<file path="src/hw/rtl/boundary_pixel_neighbor_labels_macros.svh">
// ----------------------------------------------------------------------------
// boundary pixel neighbor labels: assertion macros
// concurrent checks, empty when SYNTH is defined
// ----------------------------------------------------------------------------
`ifndef BOUNDARY_PIXEL_NEIGHBOR_LABELS_MACROS_SVH
`define BOUNDARY_PIXEL_NEIGHBOR_LABELS_MACROS_SVH

`ifndef SYNTH
// same-cycle implication
`define BPNL_ASSERT_IMPL(lbl, clk, rst_n, a, b) \
    lbl: assert property (@(posedge clk) disable iff (!(rst_n)) (a) |-> (b)) \
        else $error("bpnl assertion failed");
// next-cycle implication
`define BPNL_ASSERT_NEXT(lbl, clk, rst_n, a, b) \
    lbl: assert property (@(posedge clk) disable iff (!(rst_n)) (a) |=> (b)) \
        else $error("bpnl assertion failed");
`else
`define BPNL_ASSERT_IMPL(lbl, clk, rst_n, a, b)
`define BPNL_ASSERT_NEXT(lbl, clk, rst_n, a, b)
`endif

`endif

</file>
<file path="src/hw/rtl/bpnl_pkg.sv">
`timescale 1ns / 1ps
// ----------------------------------------------------------------------------
// bpnl_pkg
// shared types, constants and helpers of the boundary label block
// ----------------------------------------------------------------------------
package bpnl_pkg;

    localparam int LABEL_W   = 32;
    localparam int POS_W     = 29;
    localparam int CNT_W     = 4;
    localparam int NBR       = 8;
    localparam int PHASE_W   = 4;
    localparam int W_W       = 17;
    localparam int H_REG_W   = 13;
    localparam int CFG_IDX_W = 2;
    localparam int CFG_DAT_W = 32;

    localparam logic [CFG_IDX_W-1:0] REG_HEIGHT = 2'd0;
    localparam logic [CFG_IDX_W-1:0] REG_WIDTH  = 2'd1;

    localparam logic [W_W-1:0] W_MAX = 17'd65536;

    typedef struct packed {
        logic               op;
        logic [LABEL_W-1:0] label;
    } t_in;

    typedef struct packed {
        logic [POS_W-1:0]   position;
        logic [LABEL_W-1:0] neighbor_label;
        logic [CNT_W-1:0]   neighbor_count;
        logic               last;
    } t_out;

    // one sorter entry, an empty entry orders above every label
    typedef struct packed {
        logic               vld;
        logic [LABEL_W-1:0] lbl;
    } t_slot;

    typedef struct packed {
        logic [POS_W-1:0]      pos;
        t_slot [NBR-1:0]       slots;
    } t_job;

    function automatic logic slot_gt(input t_slot a, input t_slot b);
        slot_gt = (!a.vld && b.vld) || (a.vld && b.vld && (a.lbl > b.lbl));
    endfunction

endpackage

</file>
<file path="src/hw/rtl/bpnl_sort_cell.sv">
`timescale 1ns / 1ps
// ----------------------------------------------------------------------------
// bpnl_sort_cell
// one entry of the transposition sort chain, swaps with a neighbor
// ----------------------------------------------------------------------------
module bpnl_sort_cell import bpnl_pkg::*; (
    input  logic  i_clk,
    input  logic  i_load,
    input  t_slot i_load_val,
    input  logic  i_step,
    input  logic  i_lower,
    input  logic  i_upper,
    input  t_slot i_left,
    input  t_slot i_right,
    output t_slot o_val
);

    t_slot r_val;
    t_slot n_val;

    // keep the smaller as lower half of a pair, the larger as upper half
    always_comb begin
        n_val = r_val;
        if (i_load) begin
            n_val = i_load_val;
        end else if (i_step) begin
            if (i_lower && slot_gt(r_val, i_right)) begin
                n_val = i_right;
            end else if (i_upper && slot_gt(i_left, r_val)) begin
                n_val = i_left;
            end
        end
    end

    always_ff @(posedge i_clk) begin
        r_val <= n_val;
    end

    assign o_val = r_val;

endmodule

</file>
<file path="src/hw/rtl/bpnl_sorter.sv">
`timescale 1ns / 1ps
// ----------------------------------------------------------------------------
// bpnl_sorter
// sort chain of eight cells, duplicate removal and result shift chain
// ----------------------------------------------------------------------------
module bpnl_sorter import bpnl_pkg::*; (
    input  logic i_clk,
    input  logic i_rst_n,
    input  logic i_job_valid,
    input  t_job i_job,
    output logic o_job_take,
    output logic o_out_valid,
    input  logic i_out_ready,
    output t_out o_out_data
);

    localparam logic [PHASE_W-1:0] PH_DONE = PHASE_W'(NBR);

    logic               r_busy;
    logic [PHASE_W-1:0] r_phase;
    logic [POS_W-1:0]   r_pos;

    logic [NBR-1:0]     r_keep;
    logic [LABEL_W-1:0] r_ol [NBR];
    logic [CNT_W-1:0]   r_cnt;
    logic [CNT_W-1:0]   r_left;
    logic [POS_W-1:0]   r_out_pos;

    t_slot              w_cell [NBR];
    logic               w_done;
    logic               w_xfer;
    logic               w_take;
    logic               w_step;
    logic [NBR-1:0]     w_keep;
    logic [CNT_W-1:0]   w_cnt;
    logic               w_adv;

    assign w_done = r_busy && (r_phase == PH_DONE);
    assign w_xfer = w_done && !(|r_keep);
    assign w_take = i_job_valid && (!r_busy || w_xfer);
    assign w_step = r_busy && (r_phase != PH_DONE);
    assign o_job_take = w_take;

    // chain of compare cells
    for (genvar i = 0; i < NBR; i++) begin : g_cell
        t_slot w_left;
        t_slot w_right;
        logic  w_lower;
        logic  w_upper;
        if (i == 0) begin : g_first
            assign w_left = w_cell[i];
        end else begin : g_mid_l
            assign w_left = w_cell[i-1];
        end
        if (i == NBR - 1) begin : g_last
            assign w_right = w_cell[i];
        end else begin : g_mid_r
            assign w_right = w_cell[i+1];
        end
        assign w_lower = (i < NBR - 1) && (r_phase[0] == 1'(i % 2));
        assign w_upper = (i > 0) && (r_phase[0] == 1'((i + 1) % 2));
        bpnl_sort_cell u_cell (
            .i_clk      (i_clk),
            .i_load     (w_take),
            .i_load_val (i_job.slots[i]),
            .i_step     (w_step),
            .i_lower    (w_lower),
            .i_upper    (w_upper),
            .i_left     (w_left),
            .i_right    (w_right),
            .o_val      (w_cell[i])
        );
    end

    // sort sequencing
    always_ff @(posedge i_clk) begin
        if (!i_rst_n) begin
            r_busy  <= 1'b0;
            r_phase <= '0;
        end else if (w_take) begin
            r_busy  <= 1'b1;
            r_phase <= '0;
        end else if (w_step) begin
            r_phase <= r_phase + PHASE_W'(1);
        end else if (w_xfer) begin
            r_busy  <= 1'b0;
        end
    end

    always_ff @(posedge i_clk) begin
        if (w_take) begin
            r_pos <= i_job.pos;
        end
    end

    // first of each run of equal labels survives
    always_comb begin
        w_cnt = '0;
        for (int i = 0; i < NBR; i++) begin
            if (i == 0) begin
                w_keep[i] = w_cell[i].vld;
            end else begin
                w_keep[i] = w_cell[i].vld && (w_cell[i].lbl != w_cell[i-1].lbl);
            end
            w_cnt = w_cnt + CNT_W'(w_keep[i]);
        end
    end

    assign w_adv = !r_keep[0] || i_out_ready;

    // result shift chain
    always_ff @(posedge i_clk) begin
        if (!i_rst_n) begin
            r_keep <= '0;
            r_left <= '0;
        end else if (w_xfer) begin
            if (w_cnt == '0) begin
                r_keep <= NBR'(1);
                r_left <= CNT_W'(1);
            end else begin
                r_keep <= w_keep;
                r_left <= w_cnt;
            end
        end else if (w_adv) begin
            r_keep <= {1'b0, r_keep[NBR-1:1]};
            if (r_keep[0]) begin
                r_left <= r_left - CNT_W'(1);
            end
        end
    end

    always_ff @(posedge i_clk) begin
        if (w_xfer) begin
            for (int i = 0; i < NBR; i++) begin
                r_ol[i] <= (w_cnt == '0) ? '0 : w_cell[i].lbl;
            end
            r_cnt     <= w_cnt;
            r_out_pos <= r_pos;
        end else if (w_adv) begin
            for (int i = 0; i < NBR - 1; i++) begin
                r_ol[i] <= r_ol[i+1];
            end
        end
    end

    assign o_out_valid               = r_keep[0];
    assign o_out_data.position       = r_out_pos;
    assign o_out_data.neighbor_label = r_ol[0];
    assign o_out_data.neighbor_count = r_cnt;
    assign o_out_data.last           = (r_left == CNT_W'(1));

endmodule

</file>
<file path="config.mk">
export PLATFORM = sky130hd
export DESIGN_NAME = bpnl_sorter
export DESIGN_NICKNAME = d
export VERILOG_FILES = /design/src/hw/rtl/boundary_pixel_neighbor_labels_macros.svh /design/src/hw/rtl/bpnl_pkg.sv /design/src/hw/rtl/bpnl_sort_cell.sv /design/src/hw/rtl/bpnl_sorter.sv
export SDC_FILE = /design/constraint.sdc
export NUM_CORES = 1
export LEC_CHECK = 0
export BUFFER_PORTS_ARGS = -buffer_cell sky130_fd_sc_hd__buf_2
export CAP_MARGIN = 20
export CELL_PAD_IN_SITES_DETAIL_PLACEMENT = 2
export CELL_PAD_IN_SITES_GLOBAL_PLACEMENT = 2
export CORE_MARGIN = 5
export CORE_UTILIZATION = 30
export CTS_BUF_LIST = sky130_fd_sc_hd__clkbuf_4 sky130_fd_sc_hd__clkbuf_8 sky130_fd_sc_hd__clkbuf_16
export CTS_CLUSTER_SIZE = 10
export DETAILED_ROUTE_END_ITERATION = 10
export PLACE_DENSITY = 0.65
export SYNTH_ARGS = -nofsm -noshare
export SYNTH_HDL_FRONTEND = slang
export SYNTH_SLANG_ARGS = --single-unit
</file>
<file path="constraint.sdc">
create_clock -name i_clk -period 10 [get_ports i_clk]
set_input_delay 0.5 -clock i_clk [delete_from_list [all_inputs] [get_ports i_clk]]
set_output_delay 0.5 -clock i_clk [all_outputs]
set_load 0.1 [all_outputs]
</file>
==> key figures, run 1 <==
Status
  – Status: complete, no violations

Synthesis
  – Syn. warnings: 0
  – Cell area after synthesis: 32,590 µm²
  – Post-synth cell types: 62
  – Post-synthesis sequential area ratio: 0.5468
  – Mapped Avg Cell Area: 10.47 µm²
  – Largest cells by area after synthesis: edfxtp_1 (54%), ha_1 (8.9%), nand2_1 (7.3%), o21ai_0 (6.0%), mux2i_1 (5.9%)
  – Async S/R FF share, synth: 0
  – Seq cells post-synth: ~600
  – Post-synth top area share: 0.5363
  – Syn Inst Count: between 3,000 and 4,000
  – Largest area contributor in the netlist: edfxtp_1
  – Post-synth EDFFs: 582
  – Ys flop type: edfxtp_1
  – Mapped Nets: 3,644

Place
  – Final GP Congestion: 0.8113
  – I/O Buffers: around 360
  – Post-Place Cell Area: between 30,000 and 40,000 µm²
  – Post-detail-place hpwl: approximately 86 mm

Clocking
  – Max clock buf depth: 3
  – Num CTS Buffers: between 70 and 80
  – Post_cts resized: 0
  – CTS tree: built
  – Worst skew pair latency: about 0.64 ns
  – H-tree levels: 3
  – Hold_buf cts: 17
  – CTS Root Cell: clkbuf_16
  – CTS clock-pin slew for the worst setup and hold paths: roughly 0.06 ns
  – CTS Sinks: ~600
  – Post-CTS setup repair buffer count: 0

Floorplanning
  – I/O pin count: between 300 and 400
  – Die height: roughly 340 µm
  – Core Footprint: roughly 110,000 µm²
  – Total die area: ~120,000 µm²
  – Initial Util: 0.3006
  – Die width: about 340 µm
  – FP Rows: roughly 120

STA
  – Final setup violation count: 0
  – Fmax: around 140 MHz
  – Final Max Tran Viols: 0
  – Final period util: 0.7136
  – Final Hold Viols: 0
  – Rel. slew slack: 0.2751
  – RSZ-0062 raised after global routing: false
  – Setup TNS: 0 ns
  – Worst Skew: between 0.02 and 0.025 ns
  – Minimum clock period: around 7.1 ns
  – Slew @ Worst Pin: approximately 1.1 ns
  – Hold_ws: 0.04699 ns

Min path
  – HP Start: i_job[265]
  – Worst Hold Class: input port to flop

Route
  – Drt drc: 0
  – Total wire length: 117.8 mm
  – Top Metal Used: met5
  – Wl on met1: 56.70 mm
  – Via-to-Cell Ratio: 5.002
  – Drt first pass iters: 5
  – Met3 WL post-DR: 5.342 mm
  – Iter 0 DRT Violations: 1,566
  – Avg WL per Cell: about 24 µm
  – Via count: 24,398
  – Final antenna-violating net count: 0
  – Met2 WL post-DR: around 53 mm

Critical path
  – CP delay by family, top: adder cells
  – Worst path cell trace: inv_1 -> ha_1 -> nand4_1 -> nor2_1 -> nor4bb_1 -> a31o_2 -> fa_1 -> fa_1 -> inv_1 -> fa_1 -> ha_1 -> inv_1 -> fa_1 -> xnor2_1 -> or4_4 -> buf_12 -> nand2_1 -> o21ai_0
  – Crit path top cell by count: fa_1
  – Stages on worst setup path: 18
  – CP Class: flop to flop
  – Critical Path Start: g_cell[1].u_cell.o_val[25]
  – Crit path to: r_ol[0][106]
  – Worst-path fanout max: roughly 150
  – CP startpoint kind: flop
  – CP required: between 10 and 15 ns
  – Critical R2R Capture: r_ol[0][106]
  – CP bufs+invs: 4
  – Worst Path Arrival: 7.58 ns
  – Register-to-register setup slack: 2.86 ns
  – Worst Setup End Kind: flop
  – Slowest Stage Delay on Critical Path: between 0.8 and 0.9 ns
  – FF-to-FF Start: g_cell[1].u_cell.o_val[25]
  – Slowest-stage cell, CP: nor4bb_1
  – Reg2reg path depth: 18

Global route
  – Vias in the first global route: roughly 27,000
  – Global Route Usage Sum: 0.1998
  – First-pass GRT wire length: between 150 and 200 mm
  – Initial antenna violation count: 6
  – Largest net degree at the start of global routing: around 220
  – Total gr overflow: 0

Finish
  – Most common cell after layout, fill and taps aside: nand2_1
  – Area grow syn2layout: 16.57%
  – Layout cell share with drive strength beyond 1: 0.1577
  – Fillers: between 10,000 and 15,000
  – Fin nets: approximately 3,900
  – Commonest non-fill, non-tap cells in the layout: nand2_1 (637), edfxtp_1 (582), o21ai_0 (389), buf_2 (364), inv_1 (250)
  – Final instance area: around 38,000 µm²

Power and ir drop
  – Leakage dissipation: 0.01676 µW
  – Max IR drop VDD: between 0.4 and 0.5 mV
  – Cell Pwr Density: between 200 and 250 nW/µm²

Job
  – Max cap viols: 0
==> kinds of logic (layout without fill, tap and decap cells) <==
logic type                 Yosys count  in the layout  synth area share
and+or+nand+nor                    922            922            0.1202
AOI/OAI and AO/OA                  714            714            0.1203
DFF                                599            599            0.5468
buffers and inverters              444            794           0.06086
adders and majority gates          235            235           0.09116
muxes                              193            193           0.05929
xor gates and xnor gates             5              5          0.001344
other                                0              2                 0
==> metal layers <==
metal,vias up,GRT usage
met5,-,0
met1,12200,0.2813
li1,11587,-
met3,125,0.03498
met2,480,0.3209
met4,6,0.04918
==> sequential cells by signal, summed over array words and instances, names as in the netlist <==
register	count
r_busy	1
r_pos	29
r_left	4
r_cnt	4
r_out_pos	29
g_cell.u_cell.o_val	264
r_phase	4
r_ol	256
r_keep	8
==> worst register-to-register path: stages, from the launching register on <==
cell and delay (ns):
edfxtp_1 0.52, inv_1 0.12, ha_1 0.31, nand4_1 0.10
nor2_1 0.25, nor4bb_1 0.86, a31o_2 0.41, fa_1 0.48
fa_1 0.56, inv_1 0.05, fa_1 0.50, ha_1 0.17
inv_1 0.06, fa_1 0.37, xnor2_1 0.27, or4_4 0.76
buf_12 0.63, nand2_1 0.31, o21ai_0 0.21
==> final cells by class <==
| class | instances | area, µm² | share of cell area |
|---|---|---|---|
| sequential | 599 | 17820 | 0.4691 |
| multi-input combinational | 2069 | 12830 | 0.3377 |
| timing repair buffer | 413 | 2270 | 0.05975 |
| clock buffer | 116 | 2251 | 0.05926 |
| tap | 1414 | 1769 | 0.04658 |
| inverter | 253 | 958.4 | 0.02523 |
| clock inverter | 12 | 87.58 | 0.002306 |
| antenna | 2 | 5.005 | 0.0001318 |
==> worst min-delay path by stage <==
stage / endpoint / slack (ns) / cells past startpoint
4_1_cts: r_pos[4] / 0.001 / 1
6_report: r_pos[1] / 0.05 / 1
5_1_grt: r_pos[4] / 0.02 / 1
3_5_place_dp: r_out_pos[14] / 0.41 / 0
3_3_place_gp: r_out_pos[17] / 0.40 / 0
2_1_floorplan: r_out_pos[0] / 0.40 / 0
==> synth_stat cells (3+ instances only) <==
cell       number
nor3b_1         3
dfxtp_1        17
o31ai_1         5
a21boi_0        5
o21ai_0       390
ha_1          231
o211ai_1       16
a21oi_1       201
a31oi_1         6
buf_4          32
xnor2_1         3
fa_1            4
or3_1           5
buf_12          6
o31ai_4         3
and4_1         15
nand3_1        20
edfxtp_1      582
o21ai_1        35
buf_2          43
nand2_1       637
nand4_1        40
o311a_1         5
clkbuf_1      102
a31o_2          3
a21o_1         10
mux2i_1       193
nor2_1        124
nor2b_1        14
and2_1         36
buf_6           6
nand4bb_1       3
inv_1         251
or4_1           3
nand2b_1        6
a211oi_1        5
a221oi_1       10
nor3_1          7
==> report_power, final <==
part | switching (µW) | internal [µW]
combinational | 1670 | 929
sequential | 426 | 3150
clock | 1080 | 1570
total | 3180 | 5650
==> stage by stage <==
step           instances  power [µW]  setup WS (ns)    util
2_1_floorplan       3112        5210          1.902       -
3_3_place_gp        4730        6167          2.881  0.3272
3_5_place_dp        4730        6272          2.774  0.3272
4_1_cts             4875        8979          2.718  0.3503
5_1_grt             4876        9401          2.442  0.3504
6_report            4878        8832          2.864  0.3504
Note: power is estimated with default switching activity, not from simulation.
==> inputs of run 2 (changes only) <==
Settings changed: ABC_AREA set to 1, PLACE_DENSITY 0.65 to 0.68.
Clock period 10 ns to 6.67 ns, I/O delays scaled along.
==> run 2 against run 1 <==
Net effect:
- critical path depth increased by 5
- flip-flop and latch count did not move
- setup slack worse by 2.0 ns
- non-clock buffer count increased by 173
- sequential share of layout area down 3.4 points
- die area is 4.1% higher
- synthesized cell count rose by 22%
- highest routed layer is now met4
- largest cell class unchanged
- routed wire length rose by 9.6%
- cell area rose by 8.0%
- utilization up 1.4 points
==> key figures, run 2 <==
Synthesis
  – Syn Inst Count: 3,806 (+22%)
  – Top cells by instance count after synthesis: nand2_1 (1,141), nand3_1 (789), edfxtp_1 (582)
  – Async S/R FF share, synth: 0 (unchanged)
  – Cell area after synthesis: 33,950 µm² (+4.2%)
  – Mapped Nets: 4,338 (+19%)
  – Seq cells post-synth: 599 (unchanged)
  – Post-synthesis adder-cell area fraction: 0.08749 (-0.003665)
  – Post-synth EDFFs: 582 (unchanged)
  – Post-synthesis sequential area ratio: 0.5248 (-0.02199)
  – Largest family of logic cells by synthesized area: simple AND/OR/NAND/NOR gates
  – Synth Area in Simple Gates: 0.2642 (+0.1440)
  – Most instantiated library cell after synthesis: nand2_1
  – Ys flop type: edfxtp_1
  – Syn. warnings: 0 (unchanged)
  – Synth Area in Compound Gates: 0.04485 (-0.07549)
  – Mapped Avg Cell Area: 8.920 µm² (-15%)
  – Post-synth cell types: 42 (-32%)
  – Post-synth top area share: 0.5148 (-0.02157)
  – Largest area contributor in the netlist: edfxtp_1
  – Post-synthesis xor/xnor area fraction: 0.0007739 (-0.0005700)
  – Largest cells by area after synthesis: edfxtp_1 (51%), nand2_1 (13%), nand3_1 (12%), ha_1 (8.5%), inv_1 (3.9%)
  – Post-synthesis mux area share: 0 (-0.05929)

Power and ir drop
  – Clock share of power: 0.318 (+0.018)
  – Leakage dissipation: 0.01889 µW (+13%)
  – Int Pwr: 7919 µW (+40%)
  – Gate power share: 0.293 (about the same)
  – Max IR drop VDD: 0.2528 mV (-41%)
  – Net Sw Frac: 0.3652 (+0.004841)
  – Flop pwr share: 0.389 (-0.016)
  – P_sw: 4556 µW (+43%)
  – Cell Pwr Density: 304.2 nW/µm² (+31%)

Finish
  – Commonest non-fill, non-tap cells in the layout: nand2_1 (1,139), nand3_1 (785), edfxtp_1 (582), buf_2 (364), inv_1 (354)
  – Area of the multi-input gates: 13,550 µm² (+5.7%)
  – Most common cell after layout, fill and taps aside: nand2_1
  – Area grow syn2layout: 20.78%
  – Util after Layout: 0.3645 (+0.01409)
  – Reg area: 17,820 µm² (about the same)
  – Final instance area: 41,010 µm² (+8.0%)
  – Fillers: 12,458 (+6.2%)
  – Max reg flops: 264 (unchanged)
  – Layout cell share with drive strength beyond 1: 0.1291 (-0.02862)
  – Fin nets: 4,757 (+21%)

Route
  – Drt drc: 0 (unchanged)
  – Via-to-Cell Ratio: 4.941 (-1.2%)
  – Avg WL per Cell: 22.33 µm (-7.5%)
  – Drt first pass iters: 5 (unchanged)
  – Final antenna-violating net count: 0 (unchanged)
  – Iter 0 DRT Violations: 1,723 (+10%)
  – Total wire length: 129.0 mm (+9.6%)
  – Via count: 28,542 (+17%)

Critical path
  – Worst Path Arrival: 6.17 ns (-1.41 ns)
  – CP Class: flop to flop
  – Worst-path fanout max: 97 (-37%)
  – CP required: 7.07 ns (-3.37 ns)
  – Worst Setup End Kind: flop
  – CP startpoint kind: flop

STA
  – Final Max Tran Viols: 0 (unchanged)
  – Final period util: 0.8654 (+0.1518)
  – Final setup violation count: 0 (unchanged)
  – Setup TNS: 0 ns (unchanged)
  – Fmax: 173.2 MHz (+24%)
  – Worst Skew: 0.03027 ns (+0.005836 ns)
  – Final Hold Viols: 0 (unchanged)
  – Slew @ Worst Pin: 1.030 ns (-0.05714 ns)
  – Rel. slew slack: 0.3124 (+0.03731)
  – RSZ-0062 raised after global routing: false
  – Minimum clock period: 5.772 ns (-1.364 ns)
  – Hold_ws: 0.02035 ns (-0.02665 ns)

Global route
  – First-pass GRT wire length: 195.5 mm (+12%)
  – Largest net degree at the start of global routing: 152 (-32%)
  – Global Route Usage Sum: 0.2091 (+0.009340)
  – Initial antenna violation count: 2 (-4)
  – Total gr overflow: 0 (unchanged)
  – Vias in the first global route: 30,736 (+15%)

Floorplanning
  – I/O pin count: 365 (unchanged)
  – Initial Util: 0.3018 (+0.001178)
  – Total die area: 120,000 µm² (+4.1%)
  – FP Rows: 123 (+1.7%)
  – Die height: 346.4 µm (+2.0%)
  – Core Footprint: 112,500 µm² (+3.8%)
  – Die width: 346.4 µm (+2.0%)

Place
  – Post-detail-place hpwl: 91.02 mm (+6.0%)
  – Final GP Congestion: 0.8047 (-0.81%)
  – Post-Place Cell Area: 36,800 µm² (+3.8%)
  – I/O Buffers: 364 (unchanged)

Clocking
  – CTS tree: built
  – Num CTS Buffers: 76 (unchanged)
  – Worst skew pair latency: 0.66 ns (+0.02 ns)
  – CTS Sinks: 599 (unchanged)
  – Max clock buf depth: 3 (unchanged)
  – CTS clock-pin slew for the worst setup and hold paths: 0.06 ns (about the same)
  – H-tree levels: 3 (unchanged)
  – CTS Root Cell: clkbuf_16

Job
  – Max cap viols: 0 (unchanged)

Min path
  – Worst Hold Class: input port to flop

Status
  – Status: complete, no violations
## run 2: cell types whose count changed after synthesis, moves of 32 or more
cell,previous run,this run
inv_1,251,356
a21oi_1,201,110
and2_1,36,4
o21ai_1,35,1
mux2i_1,193,0
o21ai_0,390,124
nand2_1,637,1141
nand3_1,20,789
buf_2,43,87
## run 2: layer usage
layer,track usage,up-vias,share of wire
met5,0,-,0
met4,0.04836,0,0.019
met3,0.02714,113,0.039
met2,0.3311,531,0.45
met1,0.3056,14172,0.49
li1,-,13726,-
## run 2: cells by family (layout without fill, tap and decap cells)
family	after synthesis	in the layout
and+or+nand+nor	2082	2082
buffers and inverters	605	1075
DFF	599	599
AOI/OAI and AO/OA	282	282
adders and majority gates	235	235
xor gates and xnor gates	3	3
other	0	1
## run 2: worst max-delay path: stages (launching register included)
cell	delay, ns
edfxtp_1	0.38
inv_1	0.13
ha_1	0.32
nand2_1	0.05
inv_1	0.08
nand3_1	0.07
nor2_1	0.27
nand2_1	0.20
nor3_1	0.22
nor2_1	0.11
inv_1	0.14
fa_1	0.47
fa_1	0.55
inv_1	0.06
fa_1	0.53
ha_1	0.18
inv_1	0.06
fa_1	0.48
inv_1	0.06
nor3_1	0.32
nand2_4	0.14
buf_12	0.25
nand3_1	0.20
nand2_1	0.07
## run 2: cell type report
| cell class | instances | share of cell area |
|---|---|---|
| antenna | 1 | 0.00006103 |
| clock inverter | 24 | 0.004516 |
| clock buffer | 105 | 0.05215 |
| tap | 1500 | 0.04577 |
| multi-input combinational | 2602 | 0.3305 |
| sequential | 599 | 0.4346 |
| inverter | 360 | 0.03335 |
| timing repair buffer | 586 | 0.09905 |
## run 2: path summary, 6_finish.rpt
path | start | to | slack (ns) | cells past startpoint
max | g_cell[4].u_cell.o_val[27] | r_ol[0][38] | 0.90 | 23
min | i_job[67] | g_cell[2].u_cell.o_val[1] | 0.02 | 3
min reg2reg | r_pos[5] | r_out_pos[5] | 0.41 | 0
max reg2reg | g_cell[4].u_cell.o_val[27] | r_ol[0][38] | 0.90 | 23
## run 2: power by group through the flow
stage                     registers (µW)  logic [µW]  clock network (µW)
after detailed placement            4930        3590                   0
after global placement              4910        3450                   0
after global routing                4890        4080                4240
after floorplan                     4840        2310                   0
final                               4850        3660                3960
after CTS                           4860        3710                4090
## run 2: through the flow
stage	std cells	power (µW)	setup WS [ns]
detailed placement	5459	8517	0.8377
floorplan	3806	7154	1.875
CTS	5776	12650	0.7555
finish	5777	12470	0.8978
global placement	5457	8360	1.004
global route	5776	13220	0.4640
## run 2: timing repair
item | 4_1_cts | 5_1_grt
buffers inserted | 0 | 0
hold buffers | 188 | 0
resized for setup | 0 | 0
endpoints found under the hold margin | 188 | 0
==> inputs of run 3 (changes only) <==
Settings changed: PLACE_DENSITY 0.68 to unset, PLACE_DENSITY_LB_ADDON set to 0.08, SYNTH_HIERARCHICAL set to 1.
==> run 3 against run 2 <==
Net effect:
- synthesized cell count is 59% higher
- cell area rose by 37%
- largest power group is now combinational logic
- register-to-register slack is essentially flat
- sequential share of layout area decreased by 12 points
- clock skew fell by 0.0083 ns
- critical path type unchanged
- die area is 36% higher
- final cell count increased by 51%
==> key figures, run 3 <==
Status
  – Status: complete, no violations

Place
  – I/O Buffers: 364 (unchanged)
  – Post-detail-place hpwl: 137.9 mm (+52%)
  – Cells after DPL: 8,354 (+53%)
  – Final GP Congestion: 0.8316 (+3.3%)
  – Post-Place Cell Area: 50,850 µm² (+38%)

Synthesis
  – Top cells by instance count after synthesis: nand2_1 (1,819), inv_1 (972), nand3_1 (918)
  – Syn Inst Count: 6,043 (+59%)
  – Ys flop type: edfxtp_1
  – Post-synth top area share: 0.3748 (-0.1400)
  – Post-synthesis sequential area ratio: 0.3821 (-0.1427)
  – Cell area after synthesis: 46,630 µm² (+37%)
  – Post-synth cell types: 44 (+4.8%)
  – Mapped Avg Cell Area: 7.717 µm² (-13%)
  – Syn. warnings: 6 (+6)
  – Async S/R FF share, synth: 0 (unchanged)
  – Largest area contributor in the netlist: edfxtp_1
  – Post-synth EDFFs: 582 (unchanged)
  – Most instantiated library cell after synthesis: nand2_1
  – Seq cells post-synth: 599 (unchanged)
  – Largest cells by area after synthesis: edfxtp_1 (37%), nand2_1 (15%), ha_1 (14%), nand3_1 (9.9%), inv_1 (7.8%)

Clocking
  – H-tree levels: 3 (unchanged)
  – Hold_buf cts: 240 (+28%)
  – CTS clock-pin slew for the worst setup and hold paths: 0.06 ns (about the same)
  – CTS tree: built
  – Max clock buf depth: 3 (unchanged)
  – Post-CTS setup repair buffer count: 0 (unchanged)
  – CTS Root Cell: clkbuf_16
  – Post_cts resized: 0 (unchanged)
  – Worst skew pair latency: 0.69 ns (+0.03 ns)
  – CTS Sinks: 599 (unchanged)
  – Num CTS Buffers: 84 (+11%)

Finish
  – Post-Layout Cell Count: 8,751 (+51%)
  – Area grow syn2layout: 20.08%
  – Most common cell after layout, fill and taps aside: nand2_1
  – Commonest non-fill, non-tap cells in the layout: nand2_1 (1,818), inv_1 (971), nand3_1 (918), edfxtp_1 (582), ha_1 (519)
  – Fin nets: 7,457 (+57%)
  – Final instance area: 55,990 µm² (+37%)
  – Util after Layout: 0.3631 (-0.001447)
  – Layout cell share with drive strength beyond 1: 0.1042 (-0.02486)
  – Max reg flops: 264 (unchanged)

Critical path
  – CP delay by family, top: adder cells
  – Worst Setup End Kind: flop
  – Slowest-stage cell, CP: edfxtp_1
  – CP required: 7.10 ns (+0.03 ns)
  – Worst Path Arrival: 6.21 ns (+0.04 ns)
  – Worst path cell trace: xnor2_1 -> nand2_1 -> nor2_1 -> nand2_1 -> nor2_1 -> nand2_1 -> nand2_1 -> fa_1 -> inv_1 -> fa_1 -> fa_1 -> ha_1 -> inv_1 -> fa_1 -> inv_1 -> or2_0 -> nor2_1 -> nand2_8 -> buf_12 -> nand3_1 -> nand2_1
  – Critical Path Start: g_cell[1].u_cell/o_val[4]
  – CP Class: flop to flop
  – FF-to-FF Start: g_cell[1].u_cell/o_val[4]
  – CP bufs+invs: 4 (-3)
  – Worst-path fanout max: 108 (+11%)
  – Crit path top cell by count: nand2_1
  – CP startpoint kind: flop
  – Slowest Stage Delay on Critical Path: 0.55 ns (about the same)

Global route
  – Largest net degree at the start of global routing: 179 (+18%)
  – First-pass GRT wire length: 280.4 mm (+43%)
  – Total gr overflow: 0 (unchanged)
  – Initial antenna violation count: 2 (unchanged)
  – Global Route Usage Sum: 0.2202 (+0.01112)
  – Vias in the first global route: 46,799 (+52%)

Power and ir drop
  – Int Pwr: 9315 µW (+18%)
  – Total Power: 15,540 µW (+25%)
  – Cell Pwr Density: 277.5 nW/µm² (-8.8%)
  – Leakage dissipation: 0.02819 µW (+49%)
  – Clock share of power: 0.297 (-0.021)
  – Max IR drop VDD: 0.2745 mV (+8.6%)
  – Flop pwr share: 0.332 (-0.057)
  – P_sw: 6223 µW (+37%)
  – Net Sw Frac: 0.4005 (+0.03530)
  – Gate power share: 0.372 (+0.079)

Route
  – Top Metal Used: met4
  – Met3 WL post-DR: 4.984 mm (-0.22%)
  – Avg WL per Cell: 20.97 µm (-6.1%)
  – Drt first pass iters: 5 (unchanged)
  – Met2 WL post-DR: 89.84 mm (+55%)
  – Via count: 42,249 (+48%)
  – Iter 0 DRT Violations: 1,768 (+2.6%)
  – Wl on met1: 83.22 mm (+31%)
  – Total wire length: 183.5 mm (+42%)
  – Drt drc: 0 (unchanged)
  – Via-to-Cell Ratio: 4.828 (-2.3%)
  – Final antenna-violating net count: 0 (unchanged)

STA
  – Rel. slew slack: 0.2624 (-0.05001)
  – Final setup violation count: 0 (unchanged)
  – Minimum clock period: 5.780 ns (+0.007723 ns)
  – Worst Skew: 0.02197 ns (-0.008296 ns)
  – Setup TNS: 0 ns (unchanged)
  – Slew @ Worst Pin: 1.106 ns (+0.07620 ns)
  – RSZ-0062 raised after global routing: false
  – Final Max Tran Viols: 0 (unchanged)
  – Fmax: 173.0 MHz (-0.13%)
  – Final period util: 0.8666 (+0.001158)
  – Final Hold Viols: 0 (unchanged)

Floorplanning
  – Die height: 404.3 µm (+17%)
  – Core Footprint: 154,200 µm² (+37%)
  – FP Rows: 144 (+17%)
  – I/O pin count: 365 (unchanged)
  – Initial Util: 0.3024 (+0.0005704)
  – Die width: 404.3 µm (+17%)
  – Total die area: 163,400 µm² (+36%)

Job
  – Max cap viols: 0 (unchanged)

Min path
  – Worst Hold Class: input port to flop
  – HP Start: i_job[86]
[run 3: cell count changes after synthesis, sizes merged, moves of 39 or more]
cell | previous run | this run
nand2 | 1155 | 1839
inv | 360 | 977
ha | 231 | 519
xnor2 | 1 | 179
nor2 | 105 | 270
nand3 | 790 | 928
a21oi | 110 | 244
o21ai | 126 | 64
nand4 | 19 | 58
[run 3: cells by family after synthesis]
family	Yosys count	share of synthesized area
simple gates	3128	0.2872
flops	599	0.3821
xor+xnor	181	0.03400
other cells	1	0.00008042
fa+ha+maj	523	0.1410
compound gates	392	0.04720
buf+inv	1219	0.1085
[run 3: area by class of cell]
class	instances	area [µm²]
fillers	17878	98240
multi-input cells	4226	23790
flip-flops and latches	599	17820
repair buffers	732	5343
inverters	994	3750
well taps	2044	2557
clock buffers	117	2404
clock inverters	38	329.1
diodes	1	2.502
[run 3: power groups by stage]
stage,Sequential [µW],Combinational (µW),Clock [µW]
2_1_floorplan,5130,3750,0
4_1_cts,5160,5890,4770
3_5_place_dp,5240,5730,0
6_report,5150,5780,4610
5_1_grt,5230,6570,4900
3_3_place_gp,5210,5460,0
[run 3: metrics by stage]
step	hold slack [ns]	worst slack [ns]
finish	0.03383	0.8901
global route	0.003160	0.5973
CTS	0.0001146	0.8136
detailed placement	0.4052	0.8274
global placement	0.4006	0.9724
floorplan	0.4003	1.981
[run 3: final timing paths]
kind / endpoint / slack [ns] / cells past startpoint
worst max-delay path: r_ol[0][22] / 0.89 / 21
worst min-delay path: g_cell[2].u_cell/o_val[20] / 0.03 / 3
worst max register to register: r_ol[0][22] / 0.89 / 21
worst min register to register: r_out_pos[27] / 0.41 / 0
[run 3: worst reg2reg max path, delay by kind of cell (launching register included)]
family	cells	cell delay (ns)
fa+ha+maj	5	2.06
xor+xnor	1	0.20
simple gates	11	2.12
flops	1	0.55
buf+inv	4	0.59
[run 3: routing by layer]
layer / GRT usage / vias to the layer above
met3: 0.02548 / 211
met4: 0.06108 / 0
met2: 0.3937 / 534
li1: - / 20873
met1: 0.2806 / 20631
met5: 0 / -
